==> src/sha256_byte_stream_hasher_assert.svh <==
// Assertion macros used by the hasher's top-level RTL file.
`ifndef SHA256_BYTE_STREAM_HASHER_ASSERT_SVH
`define SHA256_BYTE_STREAM_HASHER_ASSERT_SVH

`ifndef SYNTH
`define SHABS_ASSERT(name, clk, rst_n, prop) \
    name: assert property (@(posedge clk) disable iff (!rst_n) prop) \
        else $error("shabs assertion failed");
`define SHABS_NEVER(name, clk, rst_n, expr) \
    name: assert property (@(posedge clk) disable iff (!rst_n) !(expr)) \
        else $error("shabs forbidden condition seen");
`else
`define SHABS_ASSERT(name, clk, rst_n, prop)
`define SHABS_NEVER(name, clk, rst_n, expr)
`endif

`endif

==> src/shabs_pkg.sv <==
// Types, codes and constant tables of the SHA-256 byte stream hasher.
package shabs_pkg;

    typedef logic [31:0] word_t;

    localparam int unsigned ROUNDS = 64;
    localparam int unsigned HASH_WORDS = 8;
    localparam int unsigned LEN_BITS = 61;

    localparam logic [1:0] MODE_ABSORB        = 2'd0;
    localparam logic [1:0] MODE_ABSORB_FINISH = 2'd1;
    localparam logic [1:0] MODE_FINISH        = 2'd2;

    localparam logic [7:0] PAD_MARKER = 8'h80;
    localparam logic [5:0] LEN_OFFSET = 6'd56;
    localparam logic [5:0] LAST_SLOT  = 6'd63;
    localparam logic [3:0] LEN_BYTES  = 4'd8;

    localparam word_t INIT_HASH [HASH_WORDS] = '{
        32'h6a09e667, 32'hbb67ae85, 32'h3c6ef372, 32'ha54ff53a,
        32'h510e527f, 32'h9b05688c, 32'h1f83d9ab, 32'h5be0cd19
    };

    localparam word_t ROUND_K [ROUNDS] = '{
        32'h428a2f98, 32'h71374491, 32'hb5c0fbcf, 32'he9b5dba5, 32'h3956c25b, 32'h59f111f1,
        32'h923f82a4, 32'hab1c5ed5, 32'hd807aa98, 32'h12835b01, 32'h243185be, 32'h550c7dc3,
        32'h72be5d74, 32'h80deb1fe, 32'h9bdc06a7, 32'hc19bf174, 32'he49b69c1, 32'hefbe4786,
        32'h0fc19dc6, 32'h240ca1cc, 32'h2de92c6f, 32'h4a7484aa, 32'h5cb0a9dc, 32'h76f988da,
        32'h983e5152, 32'ha831c66d, 32'hb00327c8, 32'hbf597fc7, 32'hc6e00bf3, 32'hd5a79147,
        32'h06ca6351, 32'h14292967, 32'h27b70a85, 32'h2e1b2138, 32'h4d2c6dfc, 32'h53380d13,
        32'h650a7354, 32'h766a0abb, 32'h81c2c92e, 32'h92722c85, 32'ha2bfe8a1, 32'ha81a664b,
        32'hc24b8b70, 32'hc76c51a3, 32'hd192e819, 32'hd6990624, 32'hf40e3585, 32'h106aa070,
        32'h19a4c116, 32'h1e376c08, 32'h2748774c, 32'h34b0bcb5, 32'h391c0cb3, 32'h4ed8aa4a,
        32'h5b9cca4f, 32'h682e6ff3, 32'h748f82ee, 32'h78a5636f, 32'h84c87814, 32'h8cc70208,
        32'h90befffa, 32'ha4506ceb, 32'hbef9a3f7, 32'hc67178f2
    };

    typedef struct packed {
        logic       start;
        logic       load;
        logic [7:0] load_byte;
        logic       reinit;
    } core_ctrl_t;

    typedef struct packed {
        logic busy;
        logic done;
    } core_stat_t;

endpackage

==> src/sha256_byte_stream_hasher.sv <==
// Top level of the SHA-256 byte stream hasher: byte intake, padding sequencer and digest output.
//
//  channel   direction  handshake                   payload
//  item      in         item_valid / item_ready     mode, data_byte
//  digest    out        digest_valid / digest_ready digest_word, word_index, last_word
//
// An absorbed byte is loaded into the block buffer; the 64th byte of a block starts the round
// unit, which runs 64 rounds at one per cycle and then the chaining add, after which the next
// transaction is taken.
// A finish feeds the padding bytes at one per cycle, pausing while each of its one or two
// blocks is compressed, then offers the eight digest words, one per transaction. item_ready
// is low while a block is compressed, and from a finish until the last digest word is taken.
// Reset returns the chaining value to the initial hash value and clears the counts.
`include "sha256_byte_stream_hasher_assert.svh"

module sha256_byte_stream_hasher (
    input  logic        clk,
    input  logic        rst_n,
    input  logic        item_valid,
    output logic        item_ready,
    input  logic [1:0]  mode,
    input  logic [7:0]  data_byte,
    output logic        digest_valid,
    input  logic        digest_ready,
    output logic [31:0] digest_word,
    output logic [2:0]  word_index,
    output logic        last_word
);

    localparam logic [1:0] ST_IDLE = 2'd0;
    localparam logic [1:0] ST_COMP = 2'd1;
    localparam logic [1:0] ST_PAD  = 2'd2;
    localparam logic [1:0] ST_OUT  = 2'd3;

    logic [1:0]                                   state_reg;
    logic [1:0]                                   state_next;
    logic [5:0]                                   fill_reg;
    logic [5:0]                                   fill_next;
    logic [shabs_pkg::LEN_BITS-1:0]               length_reg;
    logic [shabs_pkg::LEN_BITS-1:0]               length_next;
    logic                                         fin_reg;
    logic                                         fin_next;
    logic                                         marker_reg;
    logic                                         marker_next;
    logic [3:0]                                   len_cnt_reg;
    logic [3:0]                                   len_cnt_next;
    logic [2:0]                                   out_idx_reg;
    logic [2:0]                                   out_idx_next;
    logic                                         put_en;
    logic [7:0]                                   put_byte;
    logic                                         len_phase;
    logic                                         item_take;
    logic                                         digest_take;
    shabs_pkg::core_ctrl_t                        core_ctrl;
    shabs_pkg::core_stat_t                        core_stat;
    shabs_pkg::word_t [shabs_pkg::HASH_WORDS-1:0] chain;

    shabs_core u_core (
        .clk   (clk),
        .rst_n (rst_n),
        .ctrl  (core_ctrl),
        .stat  (core_stat),
        .chain (chain)
    );

    assign item_ready = (state_reg == ST_IDLE);
    assign item_take = item_valid && item_ready;
    assign digest_valid = (state_reg == ST_OUT);
    assign digest_take = digest_valid && digest_ready;
    assign len_phase = marker_reg
        && ((len_cnt_reg != 4'd0) || (fill_reg == shabs_pkg::LEN_OFFSET));

    always_comb
    begin
        state_next = state_reg;
        fin_next = fin_reg;
        marker_next = marker_reg;
        len_cnt_next = len_cnt_reg;
        out_idx_next = out_idx_reg;
        length_next = length_reg;
        put_en = 1'b0;
        put_byte = data_byte;
        core_ctrl.reinit = 1'b0;

        case (state_reg)
            ST_IDLE:
            begin
                if (item_take)
                begin
                    if ((mode == shabs_pkg::MODE_ABSORB)
                        || (mode == shabs_pkg::MODE_ABSORB_FINISH))
                    begin
                        put_en = 1'b1;
                        length_next = length_reg
                            + {{(shabs_pkg::LEN_BITS-1){1'b0}}, 1'b1};
                    end
                    if ((mode == shabs_pkg::MODE_ABSORB_FINISH)
                        || (mode == shabs_pkg::MODE_FINISH))
                    begin
                        fin_next = 1'b1;
                        marker_next = 1'b0;
                        len_cnt_next = '0;
                        state_next = ST_PAD;
                    end
                end
            end
            ST_PAD:
            begin
                put_en = 1'b1;
                if (!marker_reg)
                begin
                    put_byte = shabs_pkg::PAD_MARKER;
                    marker_next = 1'b1;
                end
                else if (len_phase)
                begin
                    put_byte = length_reg[shabs_pkg::LEN_BITS-1 -: 8];
                    length_next = {length_reg[shabs_pkg::LEN_BITS-9:0], 8'd0};
                    len_cnt_next = len_cnt_reg + 4'd1;
                end
                else
                begin
                    put_byte = 8'd0;
                end
            end
            ST_COMP:
            begin
                if (core_stat.done)
                begin
                    if (!fin_reg)
                    begin
                        state_next = ST_IDLE;
                    end
                    else if (len_cnt_reg == shabs_pkg::LEN_BYTES)
                    begin
                        state_next = ST_OUT;
                        out_idx_next = '0;
                    end
                    else
                    begin
                        state_next = ST_PAD;
                    end
                end
            end
            ST_OUT:
            begin
                if (digest_take)
                begin
                    out_idx_next = out_idx_reg + 3'd1;
                    if (out_idx_reg == 3'(shabs_pkg::HASH_WORDS - 1))
                    begin
                        core_ctrl.reinit = 1'b1;
                        fin_next = 1'b0;
                        length_next = '0;
                        state_next = ST_IDLE;
                    end
                end
            end
            default:
            begin
                state_next = ST_IDLE;
            end
        endcase

        fill_next = put_en ? fill_reg + 6'd1 : fill_reg;
        core_ctrl.load = put_en;
        core_ctrl.load_byte = put_byte;
        core_ctrl.start = put_en && (fill_reg == shabs_pkg::LAST_SLOT);
        if (core_ctrl.start)
        begin
            state_next = ST_COMP;
        end
        if (core_ctrl.reinit)
        begin
            fill_next = '0;
        end
    end

    always_ff @(posedge clk or negedge rst_n)
    begin
        if (!rst_n)
        begin
            state_reg <= ST_IDLE;
            fill_reg <= '0;
            length_reg <= '0;
            fin_reg <= 1'b0;
            marker_reg <= 1'b0;
            len_cnt_reg <= '0;
            out_idx_reg <= '0;
        end
        else
        begin
            state_reg <= state_next;
            fill_reg <= fill_next;
            length_reg <= length_next;
            fin_reg <= fin_next;
            marker_reg <= marker_next;
            len_cnt_reg <= len_cnt_next;
            out_idx_reg <= out_idx_next;
        end
    end

    assign digest_word = chain[out_idx_reg];
    assign word_index = out_idx_reg;
    assign last_word = (out_idx_reg == 3'(shabs_pkg::HASH_WORDS - 1));

    `SHABS_ASSERT(a_busy_in_comp, clk, rst_n, core_stat.busy |-> (state_reg == ST_COMP))
    `SHABS_ASSERT(a_out_block_empty, clk, rst_n, digest_valid |-> (fill_reg == 6'd0))
    `SHABS_NEVER(a_len_cnt_range, clk, rst_n, len_cnt_reg > shabs_pkg::LEN_BYTES)
    `SHABS_ASSERT(a_last_then_ready, clk, rst_n, (digest_take && last_word) |=> item_ready)

endmodule

==> src/shabs_core.sv <==
// Block buffer, message schedule and iterative SHA-256 round unit with the chaining value.
module shabs_core (
    input  logic                                         clk,
    input  logic                                         rst_n,
    input  shabs_pkg::core_ctrl_t                        ctrl,
    output shabs_pkg::core_stat_t                        stat,
    output shabs_pkg::word_t [shabs_pkg::HASH_WORDS-1:0] chain
);

    localparam logic [5:0] LAST_ROUND = 6'(shabs_pkg::ROUNDS - 1);

    function automatic shabs_pkg::word_t big_sigma0(shabs_pkg::word_t v);
        return {v[1:0], v[31:2]} ^ {v[12:0], v[31:13]} ^ {v[21:0], v[31:22]};
    endfunction

    function automatic shabs_pkg::word_t big_sigma1(shabs_pkg::word_t v);
        return {v[5:0], v[31:6]} ^ {v[10:0], v[31:11]} ^ {v[24:0], v[31:25]};
    endfunction

    function automatic shabs_pkg::word_t small_sigma0(shabs_pkg::word_t v);
        return {v[6:0], v[31:7]} ^ {v[17:0], v[31:18]} ^ {3'b000, v[31:3]};
    endfunction

    function automatic shabs_pkg::word_t small_sigma1(shabs_pkg::word_t v);
        return {v[16:0], v[31:17]} ^ {v[18:0], v[31:19]} ^ {10'd0, v[31:10]};
    endfunction

    logic                                         busy_reg;
    logic                                         busy_next;
    logic                                         add_reg;
    logic                                         add_next;
    logic [5:0]                                   round_reg;
    logic [5:0]                                   round_next;
    shabs_pkg::word_t [shabs_pkg::HASH_WORDS-1:0] chain_reg;
    shabs_pkg::word_t [shabs_pkg::HASH_WORDS-1:0] work_reg;
    shabs_pkg::word_t [15:0]                      win_reg;
    logic [511:0]                                 win_ext;
    shabs_pkg::word_t                             t1;
    shabs_pkg::word_t                             t2;
    shabs_pkg::word_t                             ch;
    shabs_pkg::word_t                             maj;
    shabs_pkg::word_t                             sched_word;

    // The window holds w[t] in its top word; bytes shift in at the bottom.
    assign win_ext = {win_reg[15][23:0], win_reg[14:0], ctrl.load_byte};

    always_comb
    begin
        ch = (work_reg[4] & work_reg[5]) ^ (~work_reg[4] & work_reg[6]);
        maj = (work_reg[0] & work_reg[1]) ^ (work_reg[0] & work_reg[2])
            ^ (work_reg[1] & work_reg[2]);
        t1 = work_reg[7] + big_sigma1(work_reg[4]) + ch
            + shabs_pkg::ROUND_K[round_reg] + win_reg[15];
        t2 = big_sigma0(work_reg[0]) + maj;
        sched_word = small_sigma1(win_reg[1]) + win_reg[6]
            + small_sigma0(win_reg[14]) + win_reg[15];
    end

    always_comb
    begin
        busy_next = busy_reg;
        add_next = 1'b0;
        round_next = round_reg;
        if (ctrl.start)
        begin
            busy_next = 1'b1;
            round_next = '0;
        end
        else if (busy_reg)
        begin
            round_next = round_reg + 6'd1;
            if (round_reg == LAST_ROUND)
            begin
                busy_next = 1'b0;
                add_next = 1'b1;
            end
        end
    end

    always_ff @(posedge clk or negedge rst_n)
    begin
        if (!rst_n)
        begin
            busy_reg <= 1'b0;
            add_reg <= 1'b0;
            round_reg <= '0;
            for (int i = 0; i < shabs_pkg::HASH_WORDS; i++)
            begin
                chain_reg[i] <= shabs_pkg::INIT_HASH[i];
            end
        end
        else
        begin
            busy_reg <= busy_next;
            add_reg <= add_next;
            round_reg <= round_next;
            if (ctrl.reinit)
            begin
                for (int i = 0; i < shabs_pkg::HASH_WORDS; i++)
                begin
                    chain_reg[i] <= shabs_pkg::INIT_HASH[i];
                end
            end
            else if (add_reg)
            begin
                for (int i = 0; i < shabs_pkg::HASH_WORDS; i++)
                begin
                    chain_reg[i] <= chain_reg[i] + work_reg[i];
                end
            end
        end
    end

    always_ff @(posedge clk)
    begin
        if (ctrl.start)
        begin
            work_reg <= chain_reg;
        end
        else if (busy_reg)
        begin
            work_reg <= {work_reg[6:4], work_reg[3] + t1, work_reg[2:0], t1 + t2};
        end
        if (ctrl.load)
        begin
            win_reg <= win_ext;
        end
        else if (busy_reg)
        begin
            win_reg <= {win_reg[14:0], sched_word};
        end
    end

    assign stat.busy = busy_reg;
    assign stat.done = add_reg;
    assign chain = chain_reg;

endmodule
==> config.mk <==
export PLATFORM = sky130hd
export DESIGN_NAME = sha256_byte_stream_hasher
export DESIGN_NICKNAME = d
export VERILOG_FILES = /design/src/shabs_pkg.sv /design/src/sha256_byte_stream_hasher.sv /design/src/shabs_core.sv
export VERILOG_INCLUDE_DIRS = /design/src /design/src/src
export SDC_FILE = /design/constraint.sdc
export NUM_CORES = 2
export LEC_CHECK = 0
export BUFFER_PORTS_ARGS = -buffer_cell sky130_fd_sc_hd__buf_2
export CAP_MARGIN = 20
export CORE_MARGIN = 2
export CORE_UTILIZATION = 37
export CTS_CLUSTER_DIAMETER = 120
export CTS_CLUSTER_SIZE = 20
export DETAILED_ROUTE_END_ITERATION = 7
export MAX_ROUTING_LAYER = met4
export PLACE_DENSITY = 0.59
export SYNTH_ARGS = -nofsm -noshare
export SYNTH_HDL_FRONTEND = slang
export SYNTH_SLANG_ARGS = --single-unit
==> constraint.sdc <==
create_clock -name clk -period 24.8 [get_ports clk]
set_clock_uncertainty 0.15 [all_clocks]
set_input_delay 2.48 -clock clk [delete_from_list [all_inputs] [get_ports clk]]
set_output_delay 2.48 -clock clk [all_outputs]
set_load 0.01 [all_outputs]
==> results.cfg <==
[cells_and_area]
final_common_cell = nand2_1
largest_reg_flops = 504
layout_common_cells = nand2_1 (2553), edfxtp_1 (768), o21ai_0 (489), a21oi_1 (487), xnor2_1 (418)
area_growth_pct = 6.21
drive_above_1_share = 0.0613
nets = 8798

[routing]
routed_via_density = 5.59
vias = 61100
first_iter_violations = 6557
wl_met3_mm = 15.5
ant_nets = 0
route.met2.wl_mm = 109
first_pass_iters = 8
routedWlPerCell_um = 22.4
wl_met1_mm = 115
drc = 1
drt_wl_total_mm = 245
routed.top_layer = met4

[run]
drv_cap = 0

[timing]
tns_ns = 0
worst_pin_slew_ns = 1.14
fmaxAchievable_ghz = 0.0918
post-route-period-util = 0.439
rsz0062_at_grt = no
final_max_slew_viol_count = 0
period_minus_slack_ns = 10.89
setup_violations = 0
hold_viol = 0
maxSlewHeadroom = 0.238

[die]
start_util = 0.371
die_y_um = 459
dieArea_sq_um = 211000
die_w_um = 459
core_area_sq_um = 206000
ioPinCount = 52
rows = 167

[clocking]
cts_tree = built
numCtsBuffers = 69
cts.sink_count = 1110
cts_resized = 0
worstSkewPairLatency_ns = 0.75
clockRootBuffer = clkbuf_16
post-cts-setup-buffers = 0
cts_buffer_depth = 3
ctsHoldBuffers = 0
path_clk_slew_ns = 0.09
htree_levels = 3

[critical_path]
worstPathArrival_ns = 11.34
crit_start = u_core.round_reg[0]
rr_startpoint = u_core.round_reg[0]
worst_setup_path_start_kind = register
cp_max_fo = 18
rr_worst_depth = 35
required_ns = 25.25
crit_slowest_cell = dfrtp_1
ff2ff_setup_slack_ns = 13.91
critPathKind = reg -> reg
crit_path_end_kind = register
max_stage_delay_ns = 0.80
reg2reg_to = u_core.work_reg[31]

[min_path]
hold_start = u_core.chain[68]
hp-class = reg -> reg
worstHoldEndpoint = u_core.chain[68]
worstHoldPathCells = 2

[grt]
track_usage = 0.234
grt_antenna_before_repair = 7
grt_pass1_wl_mm = 370
grt_max_degree = 240
overflow = 0
grt_pass1_vias = 58000

[logic_synthesis]
syn-num-nets = 9082
ys_ff_latch = 1110
synth-async-reset-ratio = 0.308
yosysUniqueCellTypes = 94
yosysWarnings = 0
synth_edf_count = 768
synthFlopType = edfxtp_1
netlist_instances = 8465
avgSynthCellArea_sq_um = 9.05
syn_area_sq_um = 76600
seq_area_frac_synth = 0.415

[placed_design]
dp_hpwl_mm = 177
port_buffers = 51
gp_congestion = 0.993

[outcome]
outcome = complete, but fails checks
violations = design-rule violations
-- kinds of logic after synthesis --
| kind of cell | Yosys count | share of synthesized area |
|---|---|---|
| flops | 1110 | 0.415 |
| xor+xnor | 569 | 0.0652 |
| buf+inv | 753 | 0.0369 |
| compound gates | 1663 | 0.134 |
| fa+ha+maj | 629 | 0.121 |
| simple gates | 3551 | 0.191 |
| mux | 190 | 0.0369 |
-- how the worst max path moves through the flow --
stage                                      to  slack, ns
final                     u_core.work_reg[31]      13.91
after CTS                 u_core.work_reg[30]      14.05
after floorplan           u_core.win_ext[100]       8.89
after global placement    u_core.work_reg[30]      14.17
after global routing      u_core.work_reg[30]      13.38
after detailed placement  u_core.work_reg[30]      14.02
-- per-layer routing --
metal	track usage	vias up
met5	-	-
met4	0.0514	0
met3	0.0260	233
met2	0.349	1948
met1	0.343	30400
li1	-	28500
-- cell type report --
class | count | area [sq um]
Sequential cell | 1110 | 31800
Clock buffer | 103 | 1890
Clock inverter | 15 | 255
Timing Repair Buffer | 126 | 943
Fill cell | 20600 | 125000
Inverter | 272 | 1030
Tap cell | 2704 | 3380
Multi-Input combinational cell | 6602 | 42100
Antenna cell | 2 | 5.00
-- through the flow --
| stage | cell area, sq um | util | cells | setup slack [ns] | hold slack [ns] |
|---|---|---|---|---|---|
| final | 81400 | 0.394 | 10900 | 13.91 | 0.384 |
| after global routing | 81400 | 0.394 | 10900 | 13.38 | 0.400 |
| after CTS | 81300 | 0.394 | 10900 | 14.05 | 0.382 |
| after detailed placement | 79200 | 0.384 | 10800 | 14.02 | 0.371 |
| after global placement | 79200 | 0.384 | 10800 | 14.17 | 0.356 |
| after floorplan | 76600 | - | 8465 | 8.89 | 0.329 |
-- cells in the mapped netlist, types with 18 or more instances --
master	instances	area, sq um
a211oi_1	57	428
a21o_1	171	1280
a21oi_1	488	2440
a22oi_1	22	165
a31oi_1	55	344
and2_1	25	156
and3_1	56	350
buf_1	46	173
clkbuf_1	434	1630
dfrtp_1	206	5150
dfstp_2	136	3570
edfxtp_1	768	23100
fa_1	195	3900
ha_1	408	5100
inv_1	270	1010
maj3_1	26	260
mux2_2	28	315
mux2i_1	91	911
mux4_2	71	1600
nand2_1	2555	9590
nand2b_1	70	438
nand3_1	150	751
nand4_1	35	219
nor2_1	388	1460
nor2b_1	50	313
nor3_1	103	515
nor4_1	18	113
o211ai_1	28	210
o21a_1	59	443
o21ai_0	490	2450
o21bai_1	49	368
o22ai_1	21	131
o31ai_1	31	233
or3_1	27	169
xnor2_1	418	3660
xor2_1	150	1310
-- critical path: cells and delay by family, from the launching register on --
| kind | cells | cell delay, ns |
|---|---|---|
| mux | 1 | 0.53 |
| buf+inv | 2 | 0.49 |
| simple gates | 4 | 0.79 |
| fa+ha+maj | 8 | 3.71 |
| xor+xnor | 2 | 0.65 |
| compound gates | 18 | 3.65 |
| flops | 1 | 0.80 |
Power is not shown: default switching activity piles up to over one toggle a cycle in this logic, so the estimate is an artifact.
